File: config.mk
export PLATFORM = sky130hd
export DESIGN_NAME = touch_point_calibrated_mapping
export DESIGN_NICKNAME = d
export VERILOG_FILES = /design/src/sv/tpcm_pkg.sv /design/src/sv/tpcm_front.sv /design/src/sv/tpcm_div.sv /design/src/sv/tpcm_lane.sv /design/src/sv/touch_point_calibrated_mapping.sv
export VERILOG_INCLUDE_DIRS = /design/src /design/src/sv
export SDC_FILE = /design/constraint.sdc
export NUM_CORES = 2
export LEC_CHECK = 0
export BUFFER_PORTS_ARGS = -buffer_cell sky130_fd_sc_hd__buf_4
export CELL_PAD_IN_SITES_DETAIL_PLACEMENT = 0
export CELL_PAD_IN_SITES_GLOBAL_PLACEMENT = 1
export CORE_ASPECT_RATIO = 1.75
export CORE_MARGIN = 3
export CORE_UTILIZATION = 35
export CTS_BUF_LIST = sky130_fd_sc_hd__clkbuf_4 sky130_fd_sc_hd__clkbuf_8
export DETAILED_ROUTE_END_ITERATION = 10
export PLACE_DENSITY_LB_ADDON = 0.3
export SYNTH_ARGS = -nofsm -noshare
export SYNTH_HDL_FRONTEND = slang
export SYNTH_SLANG_ARGS = --single-unit
File: constraint.sdc
create_clock -name clk -period 61.4 [get_ports clk]
set_clock_uncertainty 0.2 [all_clocks]
set_input_delay 6.14 -clock clk [delete_from_list [all_inputs] [get_ports clk]]
set_output_delay 6.14 -clock clk [all_outputs]
set_load 0.01 [all_outputs]
File: src/sv/touch_point_calibrated_mapping_assert.svh
// assertion macros for the touch point mapping block
// no dependencies; define ASSERT_OFF to compile the checks out
`ifndef TOUCH_POINT_CALIBRATED_MAPPING_ASSERT_SVH
`define TOUCH_POINT_CALIBRATED_MAPPING_ASSERT_SVH

`ifndef ASSERT_OFF

// cond holds in a cycle, prop holds in the same cycle
`define TPCM_ASSERT_HOLDS(label, clk, rst, cond, prop) \
  label: assert property (@(posedge clk) disable iff (rst) (cond) |-> (prop)) \
    else $error("touch mapping check failed");

// cond holds in a cycle, prop holds in the next one
`define TPCM_ASSERT_NEXT(label, clk, rst, cond, prop) \
  label: assert property (@(posedge clk) disable iff (rst) (cond) |=> (prop)) \
    else $error("touch mapping check failed");

`else

`define TPCM_ASSERT_HOLDS(label, clk, rst, cond, prop)
`define TPCM_ASSERT_NEXT(label, clk, rst, cond, prop)

`endif

`endif

File: src/sv/tpcm_pkg.sv
// shared types and constants of the touch point mapping block
// no dependencies
package tpcm_pkg;

  localparam int RAW_W         = 12;
  localparam int SUM_W         = RAW_W + 2;
  localparam int PRESS_W       = RAW_W + 1;
  localparam int CFG_IDX_W     = 3;
  localparam int CFG_DATA_W    = 13;
  localparam int PERCENT_SCALE = 100;

  typedef logic [RAW_W-1:0] raw_t;

  // fixed mapping limits when no calibration is loaded
  localparam raw_t FB_X_MIN = 12'd200;
  localparam raw_t FB_X_MAX = 12'd3900;
  localparam raw_t FB_Y_MIN = 12'd300;
  localparam raw_t FB_Y_MAX = 12'd3800;

  localparam logic [PRESS_W-1:0] PRESS_THR_RESET = 13'd300;

  typedef enum logic [CFG_IDX_W-1:0] {
    REG_CAL_VALID          = 3'd0,
    REG_CAL_A_RAW_X        = 3'd1,
    REG_CAL_A_RAW_Y        = 3'd2,
    REG_CAL_B_RAW_X        = 3'd3,
    REG_CAL_B_RAW_Y        = 3'd4,
    REG_PRESSURE_THRESHOLD = 3'd5,
    REG_IGNORE_PEN_LINE    = 3'd6
  } cfg_reg_t;

  // sideband that travels with each word through the divider
  typedef struct packed {
    logic neg;     // quotient is negative
    logic centre;  // calibration readings equal on this axis
    logic cal;     // two point calibration in use
  } side_t;

endpackage

File: src/sv/tpcm_front.sv
// first stage: pen and pressure check, four sample averages per axis
// depends on tpcm_pkg
module tpcm_front (
  input  logic                             clk,
  input  logic                             en,
  input  logic                             load,
  input  logic                             pen_down_n,
  input  tpcm_pkg::raw_t                   pressure_z1,
  input  tpcm_pkg::raw_t                   pressure_z2,
  input  tpcm_pkg::raw_t                   sample_x0,
  input  tpcm_pkg::raw_t                   sample_x1,
  input  tpcm_pkg::raw_t                   sample_x2,
  input  tpcm_pkg::raw_t                   sample_x3,
  input  tpcm_pkg::raw_t                   sample_y0,
  input  tpcm_pkg::raw_t                   sample_y1,
  input  tpcm_pkg::raw_t                   sample_y2,
  input  tpcm_pkg::raw_t                   sample_y3,
  input  logic                             ignore_pen_line,
  input  logic [tpcm_pkg::PRESS_W-1:0]     pressure_threshold,
  output tpcm_pkg::raw_t                   raw_x,
  output tpcm_pkg::raw_t                   raw_y,
  output logic                             press
);
  import tpcm_pkg::*;

  logic [SUM_W-1:0]   sum_x;
  logic [SUM_W-1:0]   sum_y;
  logic [PRESS_W-1:0] z_sum;

  assign sum_x = SUM_W'(sample_x0) + SUM_W'(sample_x1) + SUM_W'(sample_x2) + SUM_W'(sample_x3);
  assign sum_y = SUM_W'(sample_y0) + SUM_W'(sample_y1) + SUM_W'(sample_y2) + SUM_W'(sample_y3);
  // z1 + 4095 - z2, where 4095 - z2 is the inverse of z2
  assign z_sum = {1'b0, pressure_z1} + {1'b0, ~pressure_z2};

  always_ff @(posedge clk) begin
    if (en) begin
      raw_x <= sum_x[SUM_W-1:2];
      raw_y <= sum_y[SUM_W-1:2];
      press <= load & (ignore_pen_line | ~pen_down_n) & (z_sum >= pressure_threshold);
    end
  end

endmodule

File: src/sv/tpcm_div.sv
// pipelined unsigned restoring divider, one quotient bit per stage
// depends on tpcm_pkg
module tpcm_div #(
  parameter int MAG_W = 21
) (
  input  logic                  clk,
  input  logic                  en,
  input  logic [MAG_W-1:0]      dividend,
  input  tpcm_pkg::raw_t        divisor,
  input  tpcm_pkg::side_t       side_in,
  output logic [MAG_W-1:0]      quotient,
  output tpcm_pkg::side_t       side_out
);
  import tpcm_pkg::*;

  raw_t             rem_r  [MAG_W];
  logic [MAG_W-1:0] sh_r   [MAG_W];
  raw_t             den_r  [MAG_W];
  side_t            side_r [MAG_W];

  raw_t             rem_p  [MAG_W];
  logic [MAG_W-1:0] sh_p   [MAG_W];
  raw_t             den_p  [MAG_W];
  side_t            side_p [MAG_W];
  logic [RAW_W:0]   trial  [MAG_W];
  logic [RAW_W:0]   diff   [MAG_W];
  logic             fits   [MAG_W];

  // sh holds dividend bits still to come at the top and quotient bits at the bottom
  always_comb begin
    for (int k = 0; k < MAG_W; k++) begin
      if (k == 0) begin
        rem_p[k]  = '0;
        sh_p[k]   = dividend;
        den_p[k]  = divisor;
        side_p[k] = side_in;
      end else begin
        rem_p[k]  = rem_r[k-1];
        sh_p[k]   = sh_r[k-1];
        den_p[k]  = den_r[k-1];
        side_p[k] = side_r[k-1];
      end
      trial[k] = {rem_p[k], sh_p[k][MAG_W-1]};
      diff[k]  = trial[k] - {1'b0, den_p[k]};
      fits[k]  = trial[k] >= {1'b0, den_p[k]};
    end
  end

  always_ff @(posedge clk) begin
    if (en) begin
      for (int k = 0; k < MAG_W; k++) begin
        rem_r[k]  <= fits[k] ? diff[k][RAW_W-1:0] : trial[k][RAW_W-1:0];
        sh_r[k]   <= {sh_p[k][MAG_W-2:0], fits[k]};
        den_r[k]  <= den_p[k];
        side_r[k] <= side_p[k];
      end
    end
  end

  assign quotient = sh_r[MAG_W-1];
  assign side_out = side_r[MAG_W-1];

endmodule

File: src/sv/tpcm_lane.sv
// one axis: offset and scale setup, multiply, divide, sign, offset and clamp
// depends on tpcm_pkg and tpcm_div
module tpcm_lane #(
  parameter int             SIZE        = 320,
  parameter int             CAL_PERCENT = 20,
  parameter tpcm_pkg::raw_t FB_MIN      = 12'd300,
  parameter tpcm_pkg::raw_t FB_MAX      = 12'd3800,
  parameter int             MAG_W       = 21,
  parameter int             OUT_W       = 9
) (
  input  logic              clk,
  input  logic              en,
  input  tpcm_pkg::raw_t    raw,
  input  logic              cal_valid,
  input  tpcm_pkg::raw_t    cal_a,
  input  tpcm_pkg::raw_t    cal_b,
  output logic [OUT_W-1:0]  result
);
  import tpcm_pkg::*;

  localparam int PA     = SIZE * CAL_PERCENT / PERCENT_SCALE;
  localparam int PB     = SIZE * (PERCENT_SCALE - CAL_PERCENT) / PERCENT_SCALE;
  localparam int GAIN_W = $clog2(SIZE + 1);
  localparam int PROD_W = RAW_W + GAIN_W;
  localparam int QW     = MAG_W + 1;
  localparam int VW     = MAG_W + 2;

  localparam logic [GAIN_W-1:0] GAIN_CAL = GAIN_W'(PB - PA);
  localparam logic [GAIN_W-1:0] GAIN_FB  = GAIN_W'(SIZE);
  localparam raw_t              DEN_FB   = FB_MAX - FB_MIN;
  localparam logic [QW-1:0]     PA_V     = QW'(PA);
  localparam logic [VW-1:0]     SIZE_V   = VW'(SIZE);
  localparam logic [OUT_W-1:0]  CENTRE_V = OUT_W'(SIZE / 2);
  localparam logic [OUT_W-1:0]  LAST_V   = OUT_W'(SIZE - 1);

  // setup stage
  raw_t                 ref_raw;
  logic signed [RAW_W:0] diff;
  logic signed [RAW_W:0] dcal;
  raw_t                 s2_adiff;
  raw_t                 s2_aden;
  side_t                s2_side;

  always_comb begin
    ref_raw = cal_valid ? cal_a : FB_MIN;
    diff    = $signed({1'b0, raw}) - $signed({1'b0, ref_raw});
    dcal    = $signed({1'b0, cal_b}) - $signed({1'b0, cal_a});
  end

  always_ff @(posedge clk) begin
    if (en) begin
      s2_adiff <= diff[RAW_W] ? RAW_W'(-diff) : diff[RAW_W-1:0];
      if (cal_valid) begin
        s2_aden <= dcal[RAW_W] ? RAW_W'(-dcal) : dcal[RAW_W-1:0];
      end else begin
        s2_aden <= DEN_FB;
      end
      s2_side.neg    <= diff[RAW_W] ^ (cal_valid & dcal[RAW_W]);
      s2_side.centre <= cal_valid & (cal_a == cal_b);
      s2_side.cal    <= cal_valid;
    end
  end

  // multiply stage
  logic [GAIN_W-1:0] gain;
  logic [PROD_W-1:0] prod;
  logic [MAG_W-1:0]  s3_mag;
  raw_t              s3_aden;
  side_t             s3_side;

  assign gain = s2_side.cal ? GAIN_CAL : GAIN_FB;
  assign prod = s2_adiff * gain;

  always_ff @(posedge clk) begin
    if (en) begin
      s3_mag  <= MAG_W'(prod);
      s3_aden <= s2_aden;
      s3_side <= s2_side;
    end
  end

  // magnitude division
  logic [MAG_W-1:0] quo;
  side_t            d_side;

  tpcm_div #(
    .MAG_W (MAG_W)
  ) u_div (
    .clk      (clk),
    .en       (en),
    .dividend (s3_mag),
    .divisor  (s3_aden),
    .side_in  (s3_side),
    .quotient (quo),
    .side_out (d_side)
  );

  // sign stage
  logic signed [QW-1:0] f1_q;
  side_t                f1_side;

  always_ff @(posedge clk) begin
    if (en) begin
      f1_q    <= d_side.neg ? -$signed({1'b0, quo}) : $signed({1'b0, quo});
      f1_side <= d_side;
    end
  end

  // offset and clamp stage
  logic [QW-1:0]        off;
  logic signed [VW-1:0] val;

  always_comb begin
    off = f1_side.cal ? PA_V : {QW{1'b0}};
    val = $signed({1'b0, off}) + f1_q;
  end

  always_ff @(posedge clk) begin
    if (en) begin
      if (f1_side.centre) begin
        result <= CENTRE_V;
      end else if (val[VW-1]) begin
        result <= '0;
      end else if (val >= SIZE_V) begin
        result <= LAST_V;
      end else begin
        result <= val[OUT_W-1:0];
      end
    end
  end

endmodule

File: src/sv/touch_point_calibrated_mapping.sv
// MAG_W + 5 register stages from input to result, 26 with the default 320x240 screen
// (MAG_W = 12 + bits of the larger screen side); takes one word per cycle, except
// while a finished point waits; depth is set by the divider, one quotient bit per stage
// reset (synchronous, active high) empties the pipeline and restores register defaults:
// calibration off, calibration points 0, pressure threshold 300, pen line checked
// depends on tpcm_pkg, tpcm_front, tpcm_lane and the assertion macro header
`include "touch_point_calibrated_mapping_assert.svh"

module touch_point_calibrated_mapping #(
  parameter int SCREEN_WIDTH  = 320,
  parameter int SCREEN_HEIGHT = 240,
  parameter int CAL_PERCENT   = 20
) (
  input  logic                              clk,
  input  logic                              rst,
  // configuration write channel
  input  logic                              cfg_valid,
  output logic                              cfg_ready,
  input  logic [tpcm_pkg::CFG_IDX_W-1:0]    cfg_index,
  input  logic [tpcm_pkg::CFG_DATA_W-1:0]   cfg_data,
  // measurement channel
  input  logic                              in_valid,
  output logic                              in_ready,
  input  logic                              pen_down_n,
  input  tpcm_pkg::raw_t                    pressure_z1,
  input  tpcm_pkg::raw_t                    pressure_z2,
  input  tpcm_pkg::raw_t                    sample_x0,
  input  tpcm_pkg::raw_t                    sample_x1,
  input  tpcm_pkg::raw_t                    sample_x2,
  input  tpcm_pkg::raw_t                    sample_x3,
  input  tpcm_pkg::raw_t                    sample_y0,
  input  tpcm_pkg::raw_t                    sample_y1,
  input  tpcm_pkg::raw_t                    sample_y2,
  input  tpcm_pkg::raw_t                    sample_y3,
  // point channel
  output logic                              out_valid,
  input  logic                              out_ready,
  output logic                              pressed,
  output logic [8:0]                        screen_x,
  output logic [7:0]                        screen_y
);
  import tpcm_pkg::*;

  localparam int MAX_SIDE = (SCREEN_WIDTH > SCREEN_HEIGHT) ? SCREEN_WIDTH : SCREEN_HEIGHT;
  localparam int SIZE_W   = $clog2(MAX_SIDE + 1);
  localparam int MAG_W    = RAW_W + SIZE_W;   // widest |diff| * gain product
  localparam int LAT      = MAG_W + 5;        // front, setup, multiply, divider, sign, clamp
  localparam int X_W      = $clog2(SCREEN_WIDTH);
  localparam int Y_W      = $clog2(SCREEN_HEIGHT);

  // configuration registers
  logic               cal_valid;
  raw_t               cal_a_raw_x;
  raw_t               cal_a_raw_y;
  raw_t               cal_b_raw_x;
  raw_t               cal_b_raw_y;
  logic [PRESS_W-1:0] pressure_threshold;
  logic               ignore_pen_line;

  // no register write is taken while reset is held
  assign cfg_ready = ~rst;

  always_ff @(posedge clk) begin
    if (rst) begin
      cal_valid          <= 1'b0;
      cal_a_raw_x        <= '0;
      cal_a_raw_y        <= '0;
      cal_b_raw_x        <= '0;
      cal_b_raw_y        <= '0;
      pressure_threshold <= PRESS_THR_RESET;
      ignore_pen_line    <= 1'b0;
    end else if (cfg_valid && cfg_ready) begin
      unique case (cfg_index)
        REG_CAL_VALID:          cal_valid          <= cfg_data[0];
        REG_CAL_A_RAW_X:        cal_a_raw_x        <= cfg_data[RAW_W-1:0];
        REG_CAL_A_RAW_Y:        cal_a_raw_y        <= cfg_data[RAW_W-1:0];
        REG_CAL_B_RAW_X:        cal_b_raw_x        <= cfg_data[RAW_W-1:0];
        REG_CAL_B_RAW_Y:        cal_b_raw_y        <= cfg_data[RAW_W-1:0];
        REG_PRESSURE_THRESHOLD: pressure_threshold <= cfg_data;
        REG_IGNORE_PEN_LINE:    ignore_pen_line    <= cfg_data[0];
        default: ;  // unknown index, write dropped
      endcase
    end
  end

  // whole pipeline moves together; it only holds while a finished point waits
  logic en;
  logic load;

  assign en       = ~out_valid | out_ready;
  // no measurement word is taken while reset is held
  assign in_ready = en & ~rst;
  assign load     = in_valid & in_ready;

  // valid bits and the press flag travel alongside the data stages
  logic [LAT-1:0] vld;
  logic [LAT-1:1] prs;

  always_ff @(posedge clk) begin
    if (rst) begin
      vld <= '0;
    end else if (en) begin
      vld <= {vld[LAT-2:0], load};
    end
  end

  // front stage
  raw_t raw_x;
  raw_t raw_y;
  logic front_press;

  tpcm_front u_front (
    .clk                (clk),
    .en                 (en),
    .load               (load),
    .pen_down_n         (pen_down_n),
    .pressure_z1        (pressure_z1),
    .pressure_z2        (pressure_z2),
    .sample_x0          (sample_x0),
    .sample_x1          (sample_x1),
    .sample_x2          (sample_x2),
    .sample_x3          (sample_x3),
    .sample_y0          (sample_y0),
    .sample_y1          (sample_y1),
    .sample_y2          (sample_y2),
    .sample_y3          (sample_y3),
    .ignore_pen_line    (ignore_pen_line),
    .pressure_threshold (pressure_threshold),
    .raw_x              (raw_x),
    .raw_y              (raw_y),
    .press              (front_press)
  );

  always_ff @(posedge clk) begin
    if (en) begin
      prs <= {prs[LAT-2:1], front_press};
    end
  end

  // axes are swapped: raw y drives screen x, raw x drives screen y
  logic [X_W-1:0] lane_x;
  logic [Y_W-1:0] lane_y;

  tpcm_lane #(
    .SIZE        (SCREEN_WIDTH),
    .CAL_PERCENT (CAL_PERCENT),
    .FB_MIN      (FB_Y_MIN),
    .FB_MAX      (FB_Y_MAX),
    .MAG_W       (MAG_W),
    .OUT_W       (X_W)
  ) u_lane_x (
    .clk       (clk),
    .en        (en),
    .raw       (raw_y),
    .cal_valid (cal_valid),
    .cal_a     (cal_a_raw_y),
    .cal_b     (cal_b_raw_y),
    .result    (lane_x)
  );

  tpcm_lane #(
    .SIZE        (SCREEN_HEIGHT),
    .CAL_PERCENT (CAL_PERCENT),
    .FB_MIN      (FB_X_MIN),
    .FB_MAX      (FB_X_MAX),
    .MAG_W       (MAG_W),
    .OUT_W       (Y_W)
  ) u_lane_y (
    .clk       (clk),
    .en        (en),
    .raw       (raw_x),
    .cal_valid (cal_valid),
    .cal_a     (cal_a_raw_x),
    .cal_b     (cal_b_raw_x),
    .result    (lane_y)
  );

  // last stage of the lanes is the output register; a release reads as the origin
  assign out_valid = vld[LAT-1];
  assign pressed   = prs[LAT-1];
  assign screen_x  = pressed ? 9'(lane_x) : 9'd0;
  assign screen_y  = pressed ? 8'(lane_y) : 8'd0;

  // clamp keeps both lanes on the screen
  `TPCM_ASSERT_HOLDS(a_point_on_screen, clk, rst, out_valid,
    (lane_x <= X_W'(SCREEN_WIDTH - 1)) && (lane_y <= Y_W'(SCREEN_HEIGHT - 1)))
  // a waiting point must hold the input side
  `TPCM_ASSERT_HOLDS(a_stall_holds_input, clk, rst, out_valid && !out_ready, !in_ready)
  // threshold register takes the written word
  `TPCM_ASSERT_NEXT(a_threshold_write, clk, rst,
    cfg_valid && cfg_ready && (cfg_index == REG_PRESSURE_THRESHOLD),
    pressure_threshold == $past(cfg_data))

endmodule

==> summary.txt <==
Clock network
  • CTS H-tree lvls: 5
  • Post-CTS setup buffer count: 0
  • Clock latency on the worst-skew pair: 0.98 ns
  • Clock-pin slew of the registers on the worst-case setup and hold paths: 0.06 ns
  • TritonCTS clock tree: built
  • Cts hold-fix bufs: 0
  • Clock sinks: 2,084
  • Root buf cell: clkbuf_8
  • Post-CTS Resized: 0
  • CTS buffer count: 339
  • Longest Clk Path Bufs: 4

Placed design
  • IO buf count: 162
  • Final HPWL DP: 133,900 um
  • GPL Wtd Cong: 0.8606

Timing
  • Slew headroom: 17.91%
  • Fmax achieved: 72.04 MHz
  • Worst-Margin Slew: 1.226 ns
  • Final Max Tran Viols: 0
  • Minimum clock period: 13.88 ns
  • Final worst-path cycle share: 22.61%
  • Endpoints failing setup: 0
  • Setup TNS: 0 ns
  • RSZ-0062 raised after global routing: false
  • Hold Slack: 0.1099 ns
  • Final Hold Fails: 0

Drt
  • DR WL/cell: 15.09 um
  • Via count: 58.73k
  • Routed Antenna Nets: 0
  • Number of detailed-route iterations in the first pass: 5
  • Drc violations: 0
  • Final Routed Wirelength: 185,600 um
  • Detailed Route Iter0 Violations: 2,239
  • Vias per cell: 4.775

Hold path
  • Worst Hold End: u_lane_y.u_div.sh_r[0][124]$_DFFE_PN_
  • Worst Hold Class: reg -> reg
  • Hold Path Origin: u_lane_y.u_div.sh_r[0][102]$_DFFE_PN_
  • Depth of the worst hold-timing path: 0

Synth
  • Number of flops mapped to enable cells by yosys: 1,995
  • Synth Flop Type: edfxtp_1
  • Post-synthesis sequential area ratio: 60.56%
  • Distinct cells, synth: 87
  • Register bit total from synthesis: 2,084
  • Synth cell count leaders: 1,995 x edfxtp_1, 961 x inv_1, 704 x ha_1
  • Most common cell in the netlist: edfxtp_1
  • Synth warn: 0
  • Top post-synthesis cells by area: edfxtp_1 59%, ha_1 8.6%, mux2_2 3.9%, inv_1 3.5%, xnor2_1 2.5%
  • Post-synth top area cell: edfxtp_1
  • Synth Instances: 7,769
  • Ys async rst share: 0%
  • Avg Synthesized Cell Area: 13.11 um2
  • Post-Syn Area: 101,900 um2
  • Synth top area share: 58.81%

Final layout
  • FF/Latch Area: 61,690 um2
  • Layout Nets: 9,165
  • Area Overhead vs Synth: 12.43%
  • Layout cells sized above 1: 13.46%
  • Fillers: 27.23k
  • Multi-input gate area: 36,160 um2

Floorplan
  • IO Pins: 163
  • Site Rows: 261
  • Core ar.: 289,300 um2
  • Starting Density: 35.21%
  • Die W: 413.8 um
  • Die area: 297,800 um2
  • Die Y: 719.7 um

Worst setup path
  • Most common cell on crit path: buf_4
  • Cells on worst reg2reg path: 7
  • Worst path top cell family by delay: simple AND/OR/NAND/NOR gates
  • Critical path buffer and inverter count: 2
  • Crit path capture type: output pin
  • Critical Path Source Type: primary input
  • Worst r2r dst: u_lane_y.result[7]$_SDFFCE_PP0N_
  • Critical path, cell by cell: buf_4, nor2b_2, nor2_1, buf_4
  • Worst Path Required: 55.06 ns
  • CP max stage delay: 0.92 ns
  • RR Startpoint: vld[25]$_SDFFE_PP0N_
  • Arrival @ worst endpoint: 7.54 ns
  • CP Max Fanout: 28
  • Slowest stage cell, crit path: nor2b_2
  • Reg2Reg Setup Slack: 55.20 ns
  • Critical path type: in -> out

Pwr
  • Worst VDD drop: 0.04997 mV
  • Pleak: 48.41 nW
  • PwrDens: 45.58 nW/um2
  • Power, Total: 5.220 mW

Global route
  • First-pass GRT wire length: 303,200 um
  • Antenna violations before repair: 2
  • Largest net degree at the start of global routing: 204
  • Total global routing overflow: 0
  • Vias in the first global route: 63.97k
  • Total GRT Usage: 12.44%

Outcome
  • Status: completed

Run
  • Max Cap Viol: 0
[power by group]
group	total, mW	internal [mW]	switching [mW]
Sequential	2.23	2.08	0.155
Clock	1.19	0.645	0.545
Combinational	1.80	0.857	0.942
Total	5.22	3.58	1.64
[how the worst max path moves through the flow]
stage,from,endpoint,slack [ns],depth (start not counted)
4_1_cts,out_ready,in_ready,47.47,4
3_3_place_gp,out_ready,in_ready,47.53,4
2_1_floorplan,out_ready,prs[10]$_DFFE_PN_,28.11,4
3_5_place_dp,out_ready,in_ready,47.47,4
6_report,out_ready,in_ready,47.52,4
5_1_grt,out_ready,in_ready,47.37,4
[worst reg2reg max path, delay by kind of cell, from the launching register on]
family,cells,cell delay [ns]
buf+inv,6,4.96
simple gates,1,0.33
flops,1,0.31
[metal layers]
layer  GRT usage, %  vias to the layer above  wire [um]
li1               -                    29150          -
met1          10.20                    28120      58160
met2          26.61                      930     111400
met3          2.140                      532       6417
met4          6.541                        0       9611
met5              0                        -          0
[layout make-up]
class / count / area share (%)
flip-flops and latches: 2084 / 53.86
multi-input cells: 4620 / 31.57
clock buffers: 428 / 4.679
well taps: 3813 / 4.166
inverters: 962 / 3.159
repair buffers: 219 / 1.468
clock inverters: 171 / 1.089
diodes: 3 / 0.006555
[placed cells by master (no fill, tap or decap), types with 142 or more instances in the layout]
cell type and n:
mux2i_1 142, buf_4 216, o21ai_0 223, a21oi_1 282, edfxtp_1 1995, mux2_2 352
inv_1 961, xnor2_1 295, a21o_1 194, nor2_1 456, nand2_1 447, ha_1 704
xor2_1 157, clkbuf_8 343
[through the flow]
stage	cells	area, um2	worst slack (ns)	utilization [%]
after floorplan	7774	101900	28.11	-
after global placement	11700	107900	47.53	37.30
after detailed placement	11700	107900	47.47	37.30
after CTS	12300	114500	47.47	39.58
after global routing	12300	114500	47.37	39.58
final	12300	114500	47.52	39.58
[flip-flops by register name, indices dropped and copies added, names as in the netlist, 25 cells and up]
name / count
vld: 26
u_lane_x.u_div.rem_r: 240
u_lane_y.u_div.den_r: 240
u_lane_x.u_div.den_r: 240
u_lane_y.u_div.rem_r: 240
u_lane_x.u_div.side_r: 55
u_lane_y.u_div.side_r: 50
u_lane_x.u_div.sh_r: 336
u_lane_y.u_div.sh_r: 367
prs: 25
[logic make-up after synthesis]
| kind of cell | share of synthesized area [%] |
|---|---|
| flops | 60.56 |
| xor+xnor | 3.886 |
| other cells | 0.003681 |
| simple gates | 7.481 |
| fa+ha+maj | 10.47 |
| mux | 5.286 |
| buf+inv | 3.999 |
| compound gates | 8.309 |
No activity file was read; power rests on OpenSTA's default activity.
